**config.mk**
```make
export PLATFORM = sky130hd
export DESIGN_NAME = morse_code_decoder
export DESIGN_NICKNAME = d
export VERILOG_FILES = /design/src/rtl/core/mcd_pkg.sv /design/src/rtl/core/mcd_cfg.sv /design/src/rtl/core/mcd_symbol.sv /design/src/rtl/core/morse_code_decoder.sv
export SDC_FILE = /design/constraint.sdc
export NUM_CORES = 1
export LEC_CHECK = 0
export BUFFER_PORTS_ARGS = -buffer_cell sky130_fd_sc_hd__buf_4
export CAP_MARGIN = 20
export CORE_UTILIZATION = 50
export CTS_BUF_LIST = sky130_fd_sc_hd__clkbuf_8
export DETAILED_ROUTE_END_ITERATION = 12
export HOLD_SLACK_MARGIN = 0.12
export PLACE_DENSITY = 0.79
export SYNTH_ARGS = -nofsm -noshare
export SYNTH_HDL_FRONTEND = slang
export SYNTH_HIERARCHICAL = 1
export SYNTH_SLANG_ARGS = --single-unit
```
**constraint.sdc**
```tcl
create_clock -name clk_i -period 4.35 [get_ports clk_i]
set_input_delay 1.305 -clock clk_i [delete_from_list [all_inputs] [get_ports clk_i]]
set_output_delay 1.305 -clock clk_i [all_outputs]
set_load 0.1 [all_outputs]
```
**src/rtl/core/mcd_pkg.sv**
```systemverilog
`timescale 1ns / 1ps
// ----------------------------------------------------------------------------
// mcd_pkg: shared types, constants and code table
// holds the symbol table lookup and the item and result structs
// ----------------------------------------------------------------------------
package mcd_pkg;

  // symbol geometry
  localparam int MAX_CODE_LEN_DEF = 7;
  localparam int TableCodeW       = 7;
  localparam int TableLenW        = 3;

  // character codes
  localparam logic [7:0] DotChar      = 8'h2e;
  localparam logic [7:0] DashChar     = 8'h2d;
  localparam logic [7:0] SepResetChar = 8'h20;

  // configuration port
  localparam int CfgAddrW = 3;
  localparam int CfgDataW = 32;
  localparam logic [CfgAddrW-3:0] CfgSepIdx = '0;

  typedef struct packed {
    logic [7:0] ch;
    logic       last;
  } item_t;

  typedef struct packed {
    logic       hit;
    logic [7:0] letter;
  } lookup_t;

  // key is {length, elements}, oldest element in the highest used bit, dash = 1
  function automatic lookup_t code_lookup(input logic [TableLenW-1:0]  len,
                                          input logic [TableCodeW-1:0] bits);
    lookup_t r;
    r.hit    = 1'b1;
    r.letter = 8'h00;
    case ({len, bits})
      10'b010_0000001: r.letter = "a";
      10'b100_0001000: r.letter = "b";
      10'b100_0001010: r.letter = "c";
      10'b011_0000100: r.letter = "d";
      10'b001_0000000: r.letter = "e";
      10'b100_0000010: r.letter = "f";
      10'b011_0000110: r.letter = "g";
      10'b100_0000000: r.letter = "h";
      10'b010_0000000: r.letter = "i";
      10'b100_0000111: r.letter = "j";
      10'b011_0000101: r.letter = "k";
      10'b100_0000100: r.letter = "l";
      10'b010_0000011: r.letter = "m";
      10'b010_0000010: r.letter = "n";
      10'b011_0000111: r.letter = "o";
      10'b100_0000110: r.letter = "p";
      10'b100_0001101: r.letter = "q";
      10'b011_0000010: r.letter = "r";
      10'b011_0000000: r.letter = "s";
      10'b001_0000001: r.letter = "t";
      10'b011_0000001: r.letter = "u";
      10'b100_0000001: r.letter = "v";
      10'b011_0000011: r.letter = "w";
      10'b100_0001001: r.letter = "x";
      10'b100_0001011: r.letter = "y";
      10'b100_0001100: r.letter = "z";
      10'b101_0011111: r.letter = "0";
      10'b101_0001111: r.letter = "1";
      10'b101_0000111: r.letter = "2";
      10'b101_0000011: r.letter = "3";
      10'b101_0000001: r.letter = "4";
      10'b101_0000000: r.letter = "5";
      10'b101_0010000: r.letter = "6";
      10'b101_0011000: r.letter = "7";
      10'b101_0011100: r.letter = "8";
      10'b101_0011110: r.letter = "9";
      10'b110_0010101: r.letter = 8'h2e; // period
      10'b110_0111000: r.letter = 8'h3a; // colon
      10'b110_0110011: r.letter = 8'h2c; // comma
      10'b110_0101010: r.letter = 8'h3b; // semicolon
      10'b110_0001100: r.letter = 8'h3f; // question mark
      10'b101_0010001: r.letter = 8'h3d; // equals
      10'b110_0011110: r.letter = 8'h27; // apostrophe
      10'b101_0010010: r.letter = 8'h2f; // slash
      10'b110_0101011: r.letter = 8'h21; // exclamation
      10'b110_0100001: r.letter = 8'h20; // word break
      10'b110_0001101: r.letter = 8'h5f; // underscore
      10'b110_0010010: r.letter = 8'h22; // double quote
      10'b101_0010110: r.letter = 8'h28; // open paren
      10'b110_0101101: r.letter = 8'h29; // close paren
      10'b111_0001001: r.letter = 8'h24; // dollar
      10'b101_0001000: r.letter = 8'h26; // ampersand
      10'b110_0011010: r.letter = 8'h40; // at sign
      10'b101_0001010: r.letter = 8'h2b; // plus
      default:         r.hit    = 1'b0;
    endcase
    return r;
  endfunction

endpackage

```
**src/rtl/core/mcd_cfg.sv**
```systemverilog
`timescale 1ns / 1ps
// ----------------------------------------------------------------------------
// mcd_cfg: configuration registers
// apb-style write/read port holding the separator character
// ----------------------------------------------------------------------------
module mcd_cfg (
  input  logic                          clk_i,
  input  logic                          rst_ni,
  input  logic                          psel,
  input  logic                          penable,
  input  logic                          pwrite,
  input  logic [mcd_pkg::CfgAddrW-1:0]  paddr,
  input  logic [mcd_pkg::CfgDataW-1:0]  pwdata,
  output logic [mcd_pkg::CfgDataW-1:0]  prdata,
  output logic                          pready,
  output logic [7:0]                    sep_char_o
);
  import mcd_pkg::*;

  logic       sep_sel;
  logic       sep_we;
  logic [7:0] sep_q, sep_d;

  // word index is the address without its byte offset
  assign sep_sel = (paddr[CfgAddrW-1:2] == CfgSepIdx);
  assign sep_we  = psel && penable && pwrite && sep_sel;
  assign sep_d   = sep_we ? pwdata[7:0] : sep_q;

  always_ff @(posedge clk_i or negedge rst_ni) begin
    if (!rst_ni) begin
      sep_q <= SepResetChar;
    end else begin
      sep_q <= sep_d;
    end
  end

  assign prdata     = sep_sel ? {{(CfgDataW-8){1'b0}}, sep_q} : '0;
  assign pready     = 1'b1;
  assign sep_char_o = sep_q;

endmodule

```
**src/rtl/core/mcd_symbol.sv**
```systemverilog
`timescale 1ns / 1ps
// ----------------------------------------------------------------------------
// mcd_symbol: symbol accumulator and table match
// gathers dots and dashes, decodes on separator or last character
// ----------------------------------------------------------------------------
module mcd_symbol #(
  parameter int MAX_CODE_LENGTH = mcd_pkg::MAX_CODE_LEN_DEF
) (
  input  logic             clk_i,
  input  logic             rst_ni,
  input  logic             step_en_i,
  input  mcd_pkg::item_t   item_i,
  input  logic [7:0]       sep_char_i,
  output mcd_pkg::lookup_t res_o
);
  import mcd_pkg::*;

  localparam int LenW = $clog2(MAX_CODE_LENGTH + 1);

  logic [MAX_CODE_LENGTH-1:0] bits_q, bits_d, bits_n;
  logic [LenW-1:0]            len_q, len_d, len_n;
  logic                       bad_q, bad_d, bad_n;
  logic                       is_sep, is_elem, is_dash, sym_end, full;
  lookup_t                    tab;

  assign is_sep  = (item_i.ch == sep_char_i);
  assign is_dash = (item_i.ch == DashChar);
  assign is_elem = (item_i.ch == DotChar) || is_dash;
  assign full    = (len_q >= LenW'(MAX_CODE_LENGTH));
  assign sym_end = is_sep || item_i.last;

  // symbol after taking this character in
  always_comb begin
    bits_n = bits_q;
    len_n  = len_q;
    bad_n  = bad_q;
    if (!is_sep) begin
      if (is_elem && !full) begin
        bits_n = {bits_q[MAX_CODE_LENGTH-2:0], is_dash};
        len_n  = len_q + LenW'(1);
      end else begin
        bad_n = 1'b1;
      end
    end
  end

  assign tab = code_lookup(TableLenW'(len_n), TableCodeW'(bits_n));

  always_comb begin
    res_o.hit    = sym_end && !bad_n && (len_n != '0) && tab.hit;
    res_o.letter = tab.letter;
  end

  // clear after every symbol end
  assign bits_d = !step_en_i ? bits_q : (sym_end ? '0 : bits_n);
  assign len_d  = !step_en_i ? len_q  : (sym_end ? '0 : len_n);
  assign bad_d  = !step_en_i ? bad_q  : (sym_end ? 1'b0 : bad_n);

  always_ff @(posedge clk_i or negedge rst_ni) begin
    if (!rst_ni) begin
      bits_q <= '0;
      len_q  <= '0;
      bad_q  <= 1'b0;
    end else begin
      bits_q <= bits_d;
      len_q  <= len_d;
      bad_q  <= bad_d;
    end
  end

endmodule

```
**src/rtl/core/morse_code_decoder.sv**
```systemverilog
`timescale 1ns / 1ps
// ----------------------------------------------------------------------------
// morse_code_decoder: international morse code decoder
// turns a stream of dot, dash and separator characters into ascii letters
// ----------------------------------------------------------------------------
//  channel | direction | handshake              | payload
//  --------+-----------+------------------------+------------------------------
//  in      | request   | in_valid_i / in_stall_o | symbol_char_i, is_last_i
//  out     | result    | out_valid_o/out_stall_i | decoded_char_o
//  cfg     | apb rd/wr | psel, penable, pwrite   | paddr, pwdata, prdata
//
//  one character is taken every cycle while in_stall_o is low; a decoded letter
//  passes the input register, then the result register, before out_valid_o rises
//  the symbol match is one shallow table decode between those two registers
//  reset clears the accumulator, both valid flags and sets the separator to space
//  a stalled result only holds the pipe when the next request would produce one
// ----------------------------------------------------------------------------
module morse_code_decoder #(
  parameter int MAX_CODE_LENGTH = mcd_pkg::MAX_CODE_LEN_DEF
) (
  input  logic                          clk_i,
  input  logic                          rst_ni,
  // character requests
  input  logic                          in_valid_i,
  output logic                          in_stall_o,
  input  logic [7:0]                    symbol_char_i,
  input  logic                          is_last_i,
  // decoded letters
  output logic                          out_valid_o,
  input  logic                          out_stall_i,
  output logic [7:0]                    decoded_char_o,
  // configuration
  input  logic                          psel,
  input  logic                          penable,
  input  logic                          pwrite,
  input  logic [mcd_pkg::CfgAddrW-1:0]  paddr,
  input  logic [mcd_pkg::CfgDataW-1:0]  pwdata,
  output logic [mcd_pkg::CfgDataW-1:0]  prdata,
  output logic                          pready
);
  import mcd_pkg::*;

  logic [7:0] sep_char_w;

  // input register
  logic       in_valid_q, in_valid_d;
  item_t      in_item_q, in_item_d;
  logic       in_take;

  // result register
  logic       out_valid_q, out_valid_d;
  logic [7:0] out_char_q, out_char_d;
  logic       out_free;

  lookup_t    res;
  logic       adv;

  mcd_cfg u_cfg (
    .clk_i      (clk_i),
    .rst_ni     (rst_ni),
    .psel       (psel),
    .penable    (penable),
    .pwrite     (pwrite),
    .paddr      (paddr),
    .pwdata     (pwdata),
    .prdata     (prdata),
    .pready     (pready),
    .sep_char_o (sep_char_w)
  );

  // the registered request is processed by the accumulator and table match
  mcd_symbol #(
    .MAX_CODE_LENGTH (MAX_CODE_LENGTH)
  ) u_symbol (
    .clk_i      (clk_i),
    .rst_ni     (rst_ni),
    .step_en_i  (adv),
    .item_i     (in_item_q),
    .sep_char_i (sep_char_w),
    .res_o      (res)
  );

  // result slot is free when empty or being drained this cycle
  assign out_free = !out_valid_q || !out_stall_i;

  // a request with no result never waits on the output side
  assign adv        = in_valid_q && (!res.hit || out_free);
  assign in_stall_o = in_valid_q && !adv;
  assign in_take    = in_valid_i && !in_stall_o;

  always_comb begin
    in_valid_d = in_valid_q;
    in_item_d  = in_item_q;
    if (in_take) begin
      in_valid_d     = 1'b1;
      in_item_d.ch   = symbol_char_i;
      in_item_d.last = is_last_i;
    end else if (adv) begin
      in_valid_d = 1'b0;
    end
  end

  always_comb begin
    out_valid_d = out_valid_q;
    out_char_d  = out_char_q;
    if (out_valid_q && !out_stall_i) begin
      out_valid_d = 1'b0;
    end
    if (adv && res.hit) begin
      out_valid_d = 1'b1;
      out_char_d  = res.letter;
    end
  end

  always_ff @(posedge clk_i or negedge rst_ni) begin
    if (!rst_ni) begin
      in_valid_q  <= 1'b0;
      out_valid_q <= 1'b0;
    end else begin
      in_valid_q  <= in_valid_d;
      out_valid_q <= out_valid_d;
    end
  end

  // payload registers, no reset
  always_ff @(posedge clk_i) begin
    in_item_q  <= in_item_d;
    out_char_q <= out_char_d;
  end

  assign out_valid_o    = out_valid_q;
  assign decoded_char_o = out_char_q;

`ifndef NO_ASSERTIONS
  // the input side only stalls behind a blocked result
  assert property (@(posedge clk_i) disable iff (!rst_ni)
    in_stall_o |-> (out_valid_o && out_stall_i))
    else $error("input stalled while result slot was free");

  // a new result always comes from a registered request
  assert property (@(posedge clk_i) disable iff (!rst_ni)
    (out_valid_o && !$past(out_valid_o)) |-> $past(in_valid_q))
    else $error("result appeared without a request");

  // a held request keeps its character
  assert property (@(posedge clk_i) disable iff (!rst_ni)
    in_stall_o |=> (in_valid_q && $stable(in_item_q)))
    else $error("held request lost or changed");

  // a separator that matches nothing raises no result
  assert property (@(posedge clk_i) disable iff (!rst_ni)
    (adv && (sep_char_w == in_item_q.ch) && !res.hit) |=> !out_valid_o || $past(out_valid_o))
    else $error("separator without match produced a result");
`endif

endmodule

```
[Yosys cells after proc, flatten, opt, wreduce, memory -nomap -nowiden]
Index checks and enable logic that the tools add are counted.
Word-level totals
  logic and storage cells: 112
  input port bits: 51
  output and inout bits: 43
  register bits: 38
Operators by class
  mux-type cells: 16
  reductions and logical operators: 27
  $lt $le $gt $ge: 1
  equality and inequality tests: 57
  add/subtract/negate cells: 1
  bitwise operators: 1
Operator list (count)
  equality test 10 bit (second input constant): 40
  one-hot mux 7 bit (54 select lines): 1
  equality test 10 x 9 -> 1 bit (second input constant): 12
  OR reduction 54 bit: 1
  two-way mux 7 bit: 3
  equality test 10 x 8 -> 1 bit (second input constant): 2
  equality test 8 x 6 -> 1 bit (second input constant): 2
  logical AND 1 bit: 12
  two-way mux 3 bit: 3
  equality test 8 bit: 1
  two-way mux 1 bit: 8
  two-way mux 8 bit: 1
  logical NOT 1 bit: 7
  logical OR 1 bit: 4
  nonzero test 2 bit: 2
  adder 3 x 1 -> 3 bit (second input constant): 1
  greater-or-equal comparator 3 bit (second input constant): 1
  nonzero test 3 bit: 1
  inverter 1 bit: 1

[Depth between registers and ports, before layout]
Gate-level depths: netlist of run 1.
  depth after elaboration: 17
  depth in mapped cells: 17
  gate-level depth less buffers: 13

[By module]
The synthesis of run 1 kept the hierarchy.
By module, submodules not included
  mcd_symbol: area each 2513.7 um^2, instances 1, cells each 345, seq. area each 275.3 um^2
  morse_code_decoder: area each 615.6 um^2, instances 1, cells each 29, seq. area each 560.5 um^2
  mcd_cfg: area each 580.6 um^2, instances 1, cells each 52, seq. area each 201.4 um^2

[Least setup slack after synthesis of run 1]
Ideal clock, no wire load.
  path type: register to output
  start point: register u_symbol.len_q[0]
  end point: output port in_stall_o
  data arrival time: 3.381 ns
  buffers on the path: 2
  required time: 3.045 ns
  slack: -0.336 ns
  cell stages (with the launch flop): 15
  path through: dfrtp_1 ha_1 ha_1 a31oi_4 nand4_2 a21o_4 buf_12 buf_4 mux2_4 o32a_1 o21ai_1 nor4_2 a31oi_1 nand4_2 inv_1
RTL lines
  from (decl): line mcd_symbol.sv:21  | logic [LenW-1:0] len_q, len_d, len_n;
  from (signal assigned): line mcd_symbol.sv:66  | len_q <= len_d;
  to (decl): line morse_code_decoder.sv:25  | output logic in_stall_o,

==> results of run 1 <==
[what timing repair did]
action                                  CTS  global route
pin swaps                                 9             9
hold buffers                              0             0
buffers inserted                         16             6
endpoints found under the setup margin    1             1
resized for setup                        29            15
cloned                                    1             0
[power breakdown]
| part | switching, W | internal (W) |
|---|---|---|
| combinational | 0.000246 | 0.000102 |
| sequential | 0.0000217 | 0.000402 |
| clock | 0.000125 | 0.000109 |
| total | 0.000393 | 0.000613 |
[worst max-delay path, cell delays in order (launching register included)]
cell        delay (ns)
dfrtp_1           0.42
ha_4              0.18
ha_4              0.16
a31oi_4           0.19
nand4_4           0.16
a21oi_4           0.23
buf_6             0.14
mux2i_4           0.35
a211oi_2          0.10
or4_4             0.56
nor4_4            0.21
a31oi_2           0.16
nand4_2           0.14
clkinvlp_4        0.11
buf_12            0.17
[synth_stat cells (all sizes together) (10+ instances only)]
cell / n
buf: 37
a21oi: 15
clkbuf: 19
nand2: 45
mux2i: 25
dfrtp: 20
mux2: 22
nor2: 34
nor4: 11
a22o: 10
edfxtp: 17
o21ai: 12
nor3: 18
nand3: 12
[stage by stage]
| stage | power [W] | util (%) |
|---|---|---|
| 2_1_floorplan | 0.0006879 | - |
| 3_3_place_gp | 0.0007469 | 66.51 |
| 3_5_place_dp | 0.0007586 | 66.51 |
| 4_1_cts | 0.001001 | 71.66 |
| 5_1_grt | 0.001040 | 73.12 |
| 6_report | 0.001006 | 73.12 |
[kinds of logic after synthesis]
| kind of cell | after synthesis | synth area share, % |
|---|---|---|
| xor gates and xnor gates | 9 | 2.125 |
| muxes | 47 | 14.17 |
| buffers and inverters | 62 | 9.949 |
| adders and majority gates | 2 | 0.6744 |
| AOI/OAI and AO/OA | 85 | 17.34 |
| and+or+nand+nor | 180 | 27.49 |
| DFF | 38 | 27.96 |
| other | 3 | 0.3035 |
[layout make-up]
cell class	count	area, µm²
Clock buffer	5	68.82
Timing Repair Buffer	181	1423
Fill cell	514	1939
Multi-Input combinational cell	350	2582
Tap cell	99	123.9
Clock inverter	3	13.76
Inverter	6	26.28
Sequential cell	38	1037
[flip-flops by register name (all words and copies together), names as in the netlist]
signal and flops:
u_symbol/bad_q 1, in_item_q 9, decoded_char_o 8, u_symbol/bits_q 7
u_cfg/sep_char_o 8, in_valid_q 1, u_symbol/len_q 3, out_valid_o 1
[worst min path at each step]
stage,slack [ns],start,depth (start not counted),end
after floorplan,0.49,u_symbol/bad_q$_DFFE_PN0P_,2,u_symbol/bad_q$_DFFE_PN0P_
after global placement,0.52,u_symbol/bad_q$_DFFE_PN0P_,2,u_symbol/bad_q$_DFFE_PN0P_
after detailed placement,0.54,in_valid_q$_DFFE_PN0P_,2,out_valid_o$_DFFE_PN0P_
after CTS,0.56,u_symbol/bad_q$_DFFE_PN0P_,2,u_symbol/bad_q$_DFFE_PN0P_
after global routing,0.58,in_valid_q$_DFFE_PN0P_,2,out_valid_o$_DFFE_PN0P_
final,0.56,in_valid_q$_DFFE_PN0P_,2,out_valid_o$_DFFE_PN0P_
[routing by layer]
layer / share of wire (%) / global-route usage, %
met1: 39 / 47.19
met2: 47 / 57.58
met3: 9.7 / 5.184
met4: 3.7 / 15.54
met5: 0 / 0
==> impl_metrics.tcl, run 1 <==
set metrics [dict create \
    ir_drop_mv 0.2745 \
    finClkSkew_ns 0.006762 \
    firstDrtPassIters 5 \
    max_cap_violations 0 \
    dpl_worst_slack_ns -0.3739 \
    layout.nets 635 \
    layout-drive-gt1-share_pct 43.74 \
    ys_ff_latch 38 \
    critPathKind "reg2out" \
    fin_cells 682 \
    cp-end-kind "output port" \
    hold_ws_ns 0.5615 \
    cts_tree "yes" \
    outcome "complete, but fails checks" \
    critPathRequiredTime_ns 3.04 \
    violations "setup timing" \
    crit_start "u_symbol/len_q[0]$_DFFE_PN0P_" \
    synth_area_leader_cell "edfxtp_1" \
    finalSetupTns_ns -0.5215 \
    dp_hpwl_mm 9.619 \
    netlist.area_leader.share_pct 13.76 \
    worst_skew_pair.late_latency_ns 0.29 \
    io-pin-count 94 \
    antenna_cells 0 \
    reg2regPathDepth 16 \
    cp_max_fo 4 \
    yosysUniqueCellTypes 79 \
    wl_mm 13.11 \
    grt_max_degree 30 \
    ys.warnings.count 6 \
    pwr_density_cell_nw_per_um2 190.8 \
    placementRows 31 \
    fin_crit_ns 4.872 \
    yosys-top-cells-area "edfxtp_1, dfrtp_1, mux2_2" \
    slew_viol_final 0 \
    rsz0062_at_grt "yes" \
    grtUsageTotal_pct 35.50 \
    cts-root-buf "clkbuf_8" \
    place_inst 653 \
    fin_ws_ns -0.5215 \
    final-setup-viol-count 1 \
    routabilityCongestion 0.9825 \
    area.growth.synth_to_final_pct 42.19 \
    start_util_pct 51.42 \
    drtIter0Drc 512 \
    clkSinkCount 38 \
    die_h_um 88.14 \
    cts_inserted_buffers 5 \
    synth_enable_flop_cells 17 \
    die_x_um 88.14 \
    synth_cells 426 \
    path_clk_slew_ns 0.07 \
    io_buffers 42 \
    relSlewSlack_pct 56.16 \
    clockBufferDepth 2 \
    htreeDepth 2 \
    design_area_um2 5275 \
    drc 0 \
    die_area_um2 7768 \
    syn_area_per_cell_um2 8.708 \
    crit_end "in_stall_o" \
    antenna_found_initial 0 \
    place_area_um2 4798 \
    worstPathArrival_ns 3.57 \
    fmax_mhz 205.3 \
    postRouteAntennaNets 0 \
    timing.rr.start "u_symbol/len_q[0]$_DFFE_PN0P_" \
    vias 4096 \
    avgRoutedWirePerCell_um 19.22 \
    grt_pass1_vias 3961 \
    cp-start-kind "register" \
    via_per_inst 6.006 \
    ys_seq_area_share_pct 27.96 \
    postSynth.asyncResetShare_pct 55.26 \
    fp.coreArea_um2 7214 \
    min_path_type "reg2reg" \
    final_common_cell "buf_4" \
    grt.overflow.total 0 \
    synth-main-ff-cell "dfrtp_1" \
    r2r_end "u_symbol/len_q[0]$_DFFE_PN0P_" \
    grt_pass1_wl_mm 20.59 \
    synth_area_um2 3710 \
    period_share_pct 112.0 \
    worst_pin_slew_ns 0.6491 \
    p_leak_nw 2.390 \
    hold_violations 0 \
    rrSetupSlack_ns 0.36 \
    mostFrequentLayoutCells "buf_4, nand2_1, nor2_1" \
]
Power figures use the tool's default switching activity.
==> run 2, diff against run 1 <==
--- a/config.mk
+++ b/config.mk
@@ -6,7 +6,6 @@
 export NUM_CORES = 1
 export LEC_CHECK = 0
 export BUFFER_PORTS_ARGS = -buffer_cell sky130_fd_sc_hd__buf_4
-export CAP_MARGIN = 20
 export CORE_UTILIZATION = 50
 export CTS_BUF_LIST = sky130_fd_sc_hd__clkbuf_8
 export DETAILED_ROUTE_END_ITERATION = 12
==> constraint.sdc (replaced) <==
create_clock -name clk_i -period 4.35 [get_ports clk_i]
set_input_delay 1.305 -clock clk_i [delete_from_list [all_inputs] [get_ports clk_i]]
set_output_delay 1.305 -clock clk_i [all_outputs]
set_load 0.02 [all_outputs]
==> impl_metrics.tcl, run 2 (same netlist as run 1, synthesis figures left out) <==
set metrics [dict create \
    drtIter0Drc 308 \
    fin_ws_ns -0.4369 \
    avgRoutedWirePerCell_um 19.87 \
    placementRows 31 \
    grt_pass1_vias 3833 \
    max_cap_violations 0 \
    place_inst 635 \
    fin_crit_ns 4.787 \
    cp-end-kind "output port" \
    worst_skew_pair.late_latency_ns 0.29 \
    finClkSkew_ns 0.006202 \
    wl_mm 13.02 \
    clockBufferDepth 2 \
    postRouteAntennaNets 0 \
    cpPeakStageDelay_ns 0.55 \
    violations "setup timing" \
    hold_ws_ns 0.5562 \
    crit_buf_inv 4 \
    grt_pass1_wl_mm 20.36 \
    grtUsageTotal_pct 35.21 \
    cts_hold_buf 0 \
    cp_max_fo 5 \
    vias 3937 \
    via_per_inst 6.011 \
    outcome "complete, but fails checks" \
    layout.nets 608 \
    ir_drop_mv 0.2451 \
    htreeDepth 2 \
    cts-root-buf "clkbuf_8" \
    path_clk_slew_ns 0.08 \
    cp_common_cell "buf_12" \
    cp_top_family "simple AND/OR/NAND/NOR gates" \
    rsz0062_at_grt "yes" \
    io-pin-count 94 \
    pwr_density_cell_nw_per_um2 169.0 \
    worst_pin_slew_ns 0.6057 \
    area.growth.synth_to_final_pct 35.68 \
    grt.overflow.total 0 \
    final.fill_count 578 \
    critPathKind "reg2out" \
    utilization_pct 69.77 \
    die_h_um 88.14 \
    period_share_pct 110.0 \
    grt_max_degree 30 \
    clkSinkCount 38 \
    finalSetupTns_ns -0.4369 \
    min_path_type "reg2reg" \
    critPathRequiredTime_ns 3.04 \
    fin_cells 655 \
    final-setup-viol-count 1 \
    p_leak_nw 2.269 \
    cp-start-kind "register" \
    hold_violations 0 \
    slew_viol_final 0 \
    regMostFlops "in_item_q" \
    cts_tree "yes" \
    io_buffers 42 \
    worstPathArrival_ns 3.48 \
    cpMaxStageDelayCell "or4_4" \
    relSlewSlack_pct 59.09 \
    routabilityCongestion 1.044 \
    firstDrtPassIters 5 \
    path_cells "ha_2 > ha_4 > a31oi_4 > nand4_4 > a21oi_4 > buf_12 > mux2i_4 > buf_12 > a211oi_2 > or4_4 > nor4_4 > a31oi_2 > nand4_2 > inv_2 > buf_6" \
    die_x_um 88.14 \
    antenna_cells 0 \
    drc 0 \
    die_area_um2 7768 \
    largest_reg_flops 9 \
    final_common_cell "buf_4" \
    fmax_mhz 208.9 \
    antenna_found_initial 0 \
    cts_inserted_buffers 5 \
    dpl_worst_slack_ns -0.2914 \
    layout-drive-gt1-share_pct 40.29 \
    dp_hpwl_mm 9.644 \
    start_util_pct 51.42 \
    fp.coreArea_um2 7214 \
    mostFrequentLayoutCells "buf_4, nand2_1, nor2_1" \
]
[run 2: cell types whose count changed in the layout (fill, tap and decap cells not counted), sizes merged]
cell      change
buf          -27
inv           +1
clkinvlp      -1
[run 2: layer usage]
metal	part of all wire, %	vias up	track usage, %
li1	-	1796	-
met1	40	1882	44.59
met2	49	219	60.32
met3	7.4	40	5.844
met4	2.9	0	13.05
met5	0	-	0
[run 2: final timing paths]
path | from | to | slack, ns | depth (start not counted)
max | u_symbol/len_q[1]$_DFFE_PN0P_ | in_stall_o | -0.44 | 15
min | u_cfg/sep_char_o[0]$_DFFE_PN0P_ | u_cfg/sep_char_o[0]$_DFFE_PN0P_ | 0.56 | 1
max reg2reg | u_symbol/len_q[1]$_DFFE_PN0P_ | u_symbol/len_q[0]$_DFFE_PN0P_ | 0.26 | 16
min reg2reg | u_cfg/sep_char_o[0]$_DFFE_PN0P_ | u_cfg/sep_char_o[0]$_DFFE_PN0P_ | 0.56 | 1
max in group asynchronous | rst_ni | u_cfg/sep_char_o[5]$_DFFE_PN1P_ | 3.19 | 1
min in group asynchronous | rst_ni | u_cfg/sep_char_o[1]$_DFFE_PN0P_ | 0.89 | 1
[run 2: timing repair]
action,in CTS,in global routing
cloned,1,0
pin swaps,9,3
endpoints found under the setup margin,1,1
setup buffers,8,3
resized for setup,20,6
[run 2: layout make-up]
class                   instances  area [µm²]  share of cell area, %
clock buffers                   5       68.82                  1.367
clock inverters                 3       13.76                 0.2734
inverters                       6       22.52                 0.4474
multi-input cells             350        2545                  50.56
flip-flops and latches         38        1037                  20.61
well taps                      99       123.9                  2.461
repair buffers                154        1222                  24.29
[run 2: stage by stage]
| step | power (W) | instance area, µm² |
|---|---|---|
| floorplan | 0.0005512 | 3796 |
| global placement | 0.0005990 | 4672 |
| detailed placement | 0.0006092 | 4672 |
| CTS | 0.0008510 | 4960 |
| global route | 0.0008864 | 5034 |
| finish | 0.0008505 | 5034 |
[run 2: power breakdown]
part / total [W] / switching [W] / internal, W
Clock: 0.000234 / 0.000125 / 0.000109
Sequential: 0.000424 / 0.0000216 / 0.000402
Combinational: 0.000193 / 0.000103 / 0.0000898
Total: 0.000851 / 0.000249 / 0.000601
